### src/hdl/glu_pkg.sv
`timescale 1ns / 1ps

package glu_pkg;

   localparam int OPERAND_BITS = 16;
   localparam int LCM_BITS     = 2 * OPERAND_BITS;
   localparam int CNT_BITS     = $clog2(OPERAND_BITS);

   // Count value of the last quotient bit in the division pass.
   localparam logic [CNT_BITS-1:0] DIV_LAST = CNT_BITS'(OPERAND_BITS - 1);

   typedef struct packed {
      logic [OPERAND_BITS-1:0] operand_a;
      logic [OPERAND_BITS-1:0] operand_b;
   } req_type;

   typedef struct packed {
      logic [OPERAND_BITS-1:0] gcd_value;
      logic [LCM_BITS-1:0]     lcm_value;
      logic                    zero_operand_error;
   } rsp_type;

endpackage

### src/hdl/gcd_lcm_unit.sv
`timescale 1ns / 1ps

// gcd_lcm_unit: greatest common divisor and least common multiple of two
// unsigned operands.
//
// Request channel (req_valid, req_stall, req_payload) carries one operand
// pair per beat. Response channel (rsp_valid, rsp_stall, rsp_payload) returns
// one beat per request: the gcd, the lcm and a flag that is set when either
// operand is zero (gcd and lcm then read zero).
// One request is worked on at a time; req_stall stays high from the beat
// after acceptance until the result has been moved into the output register.
// A zero operand goes from the align step straight to the output step.
// Otherwise the block removes common factors of two, runs a binary gcd loop
// of shifts, subtractions and swaps, divides the first operand by the gcd
// one quotient bit per cycle and multiplies the quotient by the second
// operand on the way into the output register. Every subtraction goes
// through one shared subtractor.
// The output register frees the request side: a new request is taken while
// a result waits under rsp_stall, and that request's result holds in the
// last step until the register is free. Reset empties the output register
// and returns the sequencer to idle; no other state is kept between items.

module gcd_lcm_unit
   import glu_pkg::*;
(
   input  logic    clock,
   input  logic    reset,
   input  logic    req_valid,
   output logic    req_stall,
   input  req_type req_payload,
   output logic    rsp_valid,
   input  logic    rsp_stall,
   output rsp_type rsp_payload
);

   typedef enum logic [2:0] {
      ST_IDLE,
      ST_ALIGN,
      ST_REDUCE,
      ST_DIVIDE,
      ST_OUTPUT
   } state_type;

   state_type               state_ff, state_in;
   logic [OPERAND_BITS-1:0] x_ff, x_in;
   logic [OPERAND_BITS-1:0] y_ff, y_in;
   logic [OPERAND_BITS-1:0] a_ff, a_in;
   logic [OPERAND_BITS-1:0] b_ff, b_in;
   logic [OPERAND_BITS-1:0] gcd_ff, gcd_in;
   logic [CNT_BITS-1:0]     k_ff, k_in;
   logic [CNT_BITS-1:0]     cnt_ff, cnt_in;
   logic                    err_ff, err_in;
   rsp_type                 rsp_ff, rsp_in;
   logic                    rsp_valid_ff, rsp_valid_in;

   // Shared subtractor with borrow out.
   logic [OPERAND_BITS:0]   sub_l, sub_r;
   logic [OPERAND_BITS+1:0] sub_res;
   logic                    sub_borrow;
   logic [OPERAND_BITS:0]   sub_diff;

   logic                    req_take;
   logic                    out_free;
   logic [OPERAND_BITS:0]   trial;

   assign req_stall   = (state_ff != ST_IDLE);
   assign req_take    = req_valid && !req_stall;
   assign out_free    = !rsp_valid_ff || !rsp_stall;
   assign rsp_valid   = rsp_valid_ff;
   assign rsp_payload = rsp_ff;

   // Partial remainder with the next dividend bit brought down.
   assign trial = {y_ff, x_ff[OPERAND_BITS-1]};

   always_comb begin
      sub_l = '0;
      sub_r = '0;
      case (state_ff)
         ST_REDUCE: begin
            sub_l = {1'b0, x_ff};
            sub_r = {1'b0, y_ff};
         end
         ST_DIVIDE: begin
            sub_l = trial;
            sub_r = {1'b0, gcd_ff};
         end
         default: begin
            sub_l = '0;
            sub_r = '0;
         end
      endcase
   end

   assign sub_res    = {1'b0, sub_l} - {1'b0, sub_r};
   assign sub_borrow = sub_res[OPERAND_BITS+1];
   assign sub_diff   = sub_res[OPERAND_BITS:0];

   always_comb begin
      state_in     = state_ff;
      x_in         = x_ff;
      y_in         = y_ff;
      a_in         = a_ff;
      b_in         = b_ff;
      gcd_in       = gcd_ff;
      k_in         = k_ff;
      cnt_in       = cnt_ff;
      err_in       = err_ff;
      rsp_in       = rsp_ff;
      rsp_valid_in = rsp_valid_ff;

      if (rsp_valid_ff && !rsp_stall) begin
         rsp_valid_in = 1'b0;
      end

      case (state_ff)
         ST_IDLE: begin
            if (req_take) begin
               x_in     = req_payload.operand_a;
               y_in     = req_payload.operand_b;
               a_in     = req_payload.operand_a;
               b_in     = req_payload.operand_b;
               k_in     = '0;
               err_in   = (req_payload.operand_a == '0) || (req_payload.operand_b == '0);
               state_in = ST_ALIGN;
            end
         end
         ST_ALIGN: begin
            // Strip the factors of two that both operands share; k counts them.
            if (err_ff) begin
               state_in = ST_OUTPUT;
            end else if (!x_ff[0] && !y_ff[0]) begin
               x_in = x_ff >> 1;
               y_in = y_ff >> 1;
               k_in = k_ff + 1'b1;
            end else begin
               state_in = ST_REDUCE;
            end
         end
         ST_REDUCE: begin
            if (!sub_borrow && (sub_diff == '0)) begin
               gcd_in   = x_ff << k_ff;
               x_in     = a_ff;
               y_in     = '0;
               cnt_in   = '0;
               state_in = ST_DIVIDE;
            end else if (!x_ff[0]) begin
               x_in = x_ff >> 1;
            end else if (!y_ff[0]) begin
               y_in = y_ff >> 1;
            end else if (!sub_borrow) begin
               x_in = sub_diff[OPERAND_BITS-1:0];
            end else begin
               // Keep the larger value in x so the subtractor runs one way.
               x_in = y_ff;
               y_in = x_ff;
            end
         end
         ST_DIVIDE: begin
            // Restoring division: x shifts the dividend out and the quotient in,
            // y holds the partial remainder.
            if (!sub_borrow) begin
               y_in = sub_diff[OPERAND_BITS-1:0];
               x_in = {x_ff[OPERAND_BITS-2:0], 1'b1};
            end else begin
               y_in = trial[OPERAND_BITS-1:0];
               x_in = {x_ff[OPERAND_BITS-2:0], 1'b0};
            end
            cnt_in = cnt_ff + 1'b1;
            if (cnt_ff == DIV_LAST) begin
               state_in = ST_OUTPUT;
            end
         end
         ST_OUTPUT: begin
            if (out_free) begin
               if (err_ff) begin
                  rsp_in.gcd_value = '0;
                  rsp_in.lcm_value = '0;
               end else begin
                  rsp_in.gcd_value = gcd_ff;
                  rsp_in.lcm_value = LCM_BITS'(x_ff) * LCM_BITS'(b_ff);
               end
               rsp_in.zero_operand_error = err_ff;
               rsp_valid_in = 1'b1;
               state_in     = ST_IDLE;
            end
         end
         default: begin
            state_in = ST_IDLE;
         end
      endcase
   end

   always_ff @(posedge clock) begin
      x_ff   <= x_in;
      y_ff   <= y_in;
      a_ff   <= a_in;
      b_ff   <= b_in;
      gcd_ff <= gcd_in;
      k_ff   <= k_in;
      cnt_ff <= cnt_in;
      err_ff <= err_in;
      rsp_ff <= rsp_in;
      if (reset) begin
         state_ff     <= ST_IDLE;
         rsp_valid_ff <= 1'b0;
      end else begin
         state_ff     <= state_in;
         rsp_valid_ff <= rsp_valid_in;
      end
   end

endmodule

### config.mk
export PLATFORM = sky130hd
export DESIGN_NAME = gcd_lcm_unit
export DESIGN_NICKNAME = d
export VERILOG_FILES = /design/src/hdl/glu_pkg.sv /design/src/hdl/gcd_lcm_unit.sv
export SDC_FILE = /design/constraint.sdc
export NUM_CORES = 1
export LEC_CHECK = 0
export CAP_MARGIN = 10
export CELL_PAD_IN_SITES_DETAIL_PLACEMENT = 1
export CELL_PAD_IN_SITES_GLOBAL_PLACEMENT = 1
export CORE_MARGIN = 2
export CORE_UTILIZATION = 47
export DETAILED_ROUTE_END_ITERATION = 7
export DONT_BUFFER_PORTS = 1
export MAX_ROUTING_LAYER = met4
export PLACE_DENSITY = 0.86
export SYNTH_ARGS = -nofsm -noshare
export SYNTH_HDL_FRONTEND = slang
export SYNTH_SLANG_ARGS = --single-unit
### constraint.sdc
create_clock -name clock -period 6.5 [get_ports clock]
set_input_delay 0.325 -clock clock [delete_from_list [all_inputs] [get_ports clock]]
set_output_delay 0.325 -clock clock [all_outputs]
set_load 0.01 [all_outputs]
After elaboration in Yosys (flattened, before gate mapping)
Index checks and enable logic that the tools add are counted.

storage, ports and cells
  flip-flop bits (word level) = 142
  latch bits = 0
  bits in writable memories = 0
  memory bits (read-only) = 0
  input bits = 36
  output and inout bits = 51
  word-level logic and storage cells = 101
  memories = 0

cells by class
  add/subtract/negate cells = 3
  $mul = 1
  div/mod/pow operators = 0
  $lt $le $gt $ge = 0
  equal/unequal tests = 15
  shifts and indexed selects = 1
  mux-type cells = 36
  bitwise operators = 0
  reductions and logical operators = 30

operator list
  cell                   count
  $mux W16               15
  $pmux W16 S4           2
  $pmux W17 S2           1
  $logic_not A16 Y1      2
  $mul A16 B16 Y32       1
  $pmux W16 S2           1
  $mux W3                6
  $sub A17 B17 Y18       1
  $logic_not A17 Y1      1
  $mux W4                4
  $pmux W4 S2            2
  $shl A16 B4 Y16        1
  $pmux W3 S5            1
  $reduce_and A5 Y1      3
  $ne A2 B2 Y1 const B   6
  $add A4 B1 Y4 const B  2
  $ne A4 B4 Y1 const B   2
  $reduce_and A2 Y1      4
  $reduce_and A4 Y1      2
  $eq A3 B2 Y1 const B   2
  $logic_not A1 Y1       6
  $ne A3 B3 Y1 const B   2
  $reduce_and A6 Y1      1
  $eq A4 B4 Y1 const B   1
  9 further kinds        17

Longest topological paths before layout
  depth after elaboration = 8
  gate-level depth with buffers = 25

Least setup slack after synthesis
OpenSTA, ideal clock, no wires.

  path kind = reg-to-reg
  start = register x_ff[11]
  end = register rsp_ff (netlist bit rsp_payload[32]), data pin
  library setup time = 0.262 ns
  arrival time = 6.409 ns
  required time = 6.238 ns
  setup slack = -0.171 ns
  cell stages (with the launch flop) = 23
  period minus slack after synthesis = 6.671 ns
  cell sequence = edfxtp_1 > clkbuf_1 > clkbuf_1 > nand2_1 > fa_1 > fa_1 > fa_1 > inv_1 > fa_1 > fa_1 > inv_1 > fa_1 > inv_1 > ha_1 > a21oi_1 > o21ai_0 > a21oi_1 > o221ai_1 > a221oi_1 > o21ai_1 > a211o_1 > a31o_2 > mux2_1

on the way
  word-level cells in the longest chain between the ends = 1

ends and longest elaborated chain
  element                 line                 RTL
  start, declared         gcd_lcm_unit.sv:45   logic [OPERAND_BITS-1:0] x_ff, x_in;
  start signal, assigned  gcd_lcm_unit.sv:194  x_ff <= x_in;
  $mul A16 B16 Y32        gcd_lcm_unit.sv:180  rsp_in.lcm_value = LCM_BITS'(x_ff) * LCM_BITS'(b_ff);
  end signal, assigned    gcd_lcm_unit.sv:202  rsp_ff <= rsp_in;
  end, declared           gcd_lcm_unit.sv:53   rsp_type rsp_ff, rsp_in;

No other way between the ends.
A chain may end at the register's enable or synchronous reset.

Worst setup path after layout
  start = register b_ff[5]
  end = register rsp_ff (netlist bit rsp_payload[32]), data pin

on the way
  word-level cells in the longest chain between the ends = 1

ends and longest elaborated chain
  element                 line                 RTL
  start, declared         gcd_lcm_unit.sv:48   logic [OPERAND_BITS-1:0] b_ff, b_in;
  start signal, assigned  gcd_lcm_unit.sv:197  b_ff <= b_in;
  $mul A16 B16 Y32        gcd_lcm_unit.sv:180

No other way between the ends.

==> out/qor.yml <==
yosys_warnings: 0
cp-start-kind: "register"
crit_fanout: 6
most-common-layout-cells: "249 x inv_1, 198 x nand2_1, 187 x fa_1"
grt_usage: 0.3286
vias: 15000
htreeDepth: 4
antenna_cells: 0
ys_seq_area_frac: 0.2497
nets: 2277
die_x_microns: 193.7
std_cell_rows: 69
syn_avg_cell_area_sq_um: 9.232
port_buffers: 0
cts_made_buffers: 17
ys.flop_type: "edfxtp_1"
synth-async-reset-ratio: 0
cts_tree: "done"
fp.dieArea_sq_um: 37520
drt_iter0_drc: 1440
slew_headroom: 0.2070
multi_input_area_sq_um: 11570
area_growth_pct: 14.91
finalCoreUtilization: 0.5477
setup_violations: 4
violations: "negative setup slack"
worst_slack_ns: -0.1497
ff_latch_area_sq_um: 4224
place_congestion: 0.9288
synth-seq-cells: 142
routed_wl_microns: 62400
dp_slack_ns: -0.6060
synthCells: 1832
fillers: 3955
final_common_cell: "inv_1"
netlist_area_sq_um: 16910
insertion_delay_ns: 0.46
synth.distinct_cells: 81
worstSetupEndpointType: "register"
die_h_microns: 193.7
yosys.area.top_type: "edfxtp_1"
synth.top_cell.area_share: 0.2450
tightest_slew_ns: 1.179
grt_pass1_vias: 16370
antenna_found_initial: 0
post-dp-hpwl_microns: 43060
clockBufferDepth: 2
ios: 87
crit_required_ns: 6.73
run_status: "complete, but fails checks"
finalCritPeriodShare: 1.023
path_clk_slew_ns: 0.09
cts_sinks: 142
grt_max_degree: 58
hp-class: "in -> reg"
grt_pass1_wl_microns: 92940
vias_per_cell: 6.254
drv_cap: 0
max_freq_mhz: 150.4
rsz0062_at_grt: "true"
initial_core_util: 0.4767
antenna_left: 0
synth-edff-count: 138
fin_crit_ns: 6.650
dr.pass1.iters: 6
wire_per_inst_microns: 26.02
critPathKind: "reg -> reg"
drive_above_1_share: 0.1296
clockRootBuffer: "clkbuf_16"
maxSlewViolCount: 0
gr-total-overflow: 0
core_area_sq_um: 35480
clock_skew_ns: 0.02383
crit_arrival_ns: 6.88
setup_tns_ns: -0.3643
final-hold-violation-count: 0
drc: 0
syn_nets: 2185
synth_area_leaders: "edfxtp_1 25%, fa_1 23%, ha_1 9.0%, inv_1 5.7%, and2_1 4.7%"
==> critical path: stages (launching register included) <==
cell and delay (ns):
edfxtp_1 0.53, buf_4 0.20, and2_1 0.16, fa_1 0.56, inv_1 0.08, fa_1 0.52
inv_1 0.06, fa_1 0.49, fa_2 0.50, fa_1 0.51, inv_1 0.06, fa_1 0.49
inv_1 0.05, ha_1 0.20, a21oi_2 0.14, o21bai_1 0.11, a21o_1 0.19, a21o_1 0.19
a221oi_4 0.39, o21ai_4 0.12, a211o_1 0.35, a31o_2 0.23, mux2_4 0.29
==> sequential cells by signal, indices dropped and copies added (netlist names) <==
signal	flops
a_ff	16
b_ff	16
cnt_ff	4
err_ff	1
gcd_ff	16
k_ff	4
rsp_payload	49
rsp_valid	1
state_ff	3
x_ff	16
y_ff	16
==> final cells by class <==
cell class | count | share of cell area
inverter | 257 | 0.04964
timing repair buffer | 187 | 0.07970
clock buffer | 17 | 0.02189
multi-input combinational | 1319 | 0.5953
sequential | 142 | 0.2173
clock inverter | 15 | 0.006438
tap | 461 | 0.02968
==> metrics by stage <==
| step | cell area [sq um] | hold slack [ns] | std cells |
|---|---|---|---|
| after floorplan | 16920 | 0.3941 | 1832 |
| after global placement | 17930 | 0.3969 | 2290 |
| after detailed placement | 17930 | 0.3973 | 2290 |
| after CTS | 19170 | 0.04644 | 2383 |
| after global routing | 19430 | 0.06033 | 2398 |
| final | 19430 | 0.05436 | 2398 |
==> worst paths after layout <==
kind | from | to | slack [ns] | cells past startpoint
worst min-delay path | reset | state_ff[0] | 0.05 | 2
worst max register to register | b_ff[5] | rsp_payload[32] | -0.15 | 22
worst max-delay path | b_ff[5] | rsp_payload[32] | -0.15 | 22
worst min register to register | a_ff[15] | x_ff[15] | 0.57 | 1
==> metal layers <==
layer / vias to the layer above / wire [microns] / track usage
met2: 852 / 30570 / 0.5488
met4: 0 / 3699 / 0.1563
li1: 6321 / - / -
met1: 7575 / 22840 / 0.3888
met5: - / 0 / -
met3: 248 / 5294 / 0.05270
==> synthesized netlist by cell type, drive strengths merged (11+ instances only) <==
cell	number
nor2	118
mux2i	39
nand2	199
nand2b	11
a21oi	99
fa	195
xnor2	20
buf	17
ha	122
nand4	12
and2	126
nor4	11
inv	255
nor3	16
edfxtp	138
o221ai	12
nand3	17
xor2	12
a211oi	25
o21ai	56
a22oi	17
clkbuf	97
o22ai	32
a21o	22
nor2b	38
==> cells by family (layout without fill, tap and decap cells) <==
logic type	Yosys count	after routing	share of synthesized area
xor+xnor	32	32	0.01657
fa+ha+maj	317	317	0.3211
buf+inv	371	476	0.08381
simple gates	587	587	0.1701
flops	142	142	0.2497
compound gates	339	339	0.1303
mux	44	44	0.02841
==> what timing repair did <==
| action | 4_1_cts | 5_1_grt |
|---|---|---|
| hold buffers | 33 | 0 |
| setup endpoints to repair | 11 | 11 |
| setup buffers | 28 | 17 |
| endpoints found under the hold margin | 35 | 0 |
| pin swaps | 9 | 30 |
| resized for setup | 24 | 42 |
Power is left out: the tool's default activity adds up to more than one toggle a clock period on the data nets, which glitch-free logic cannot reach.
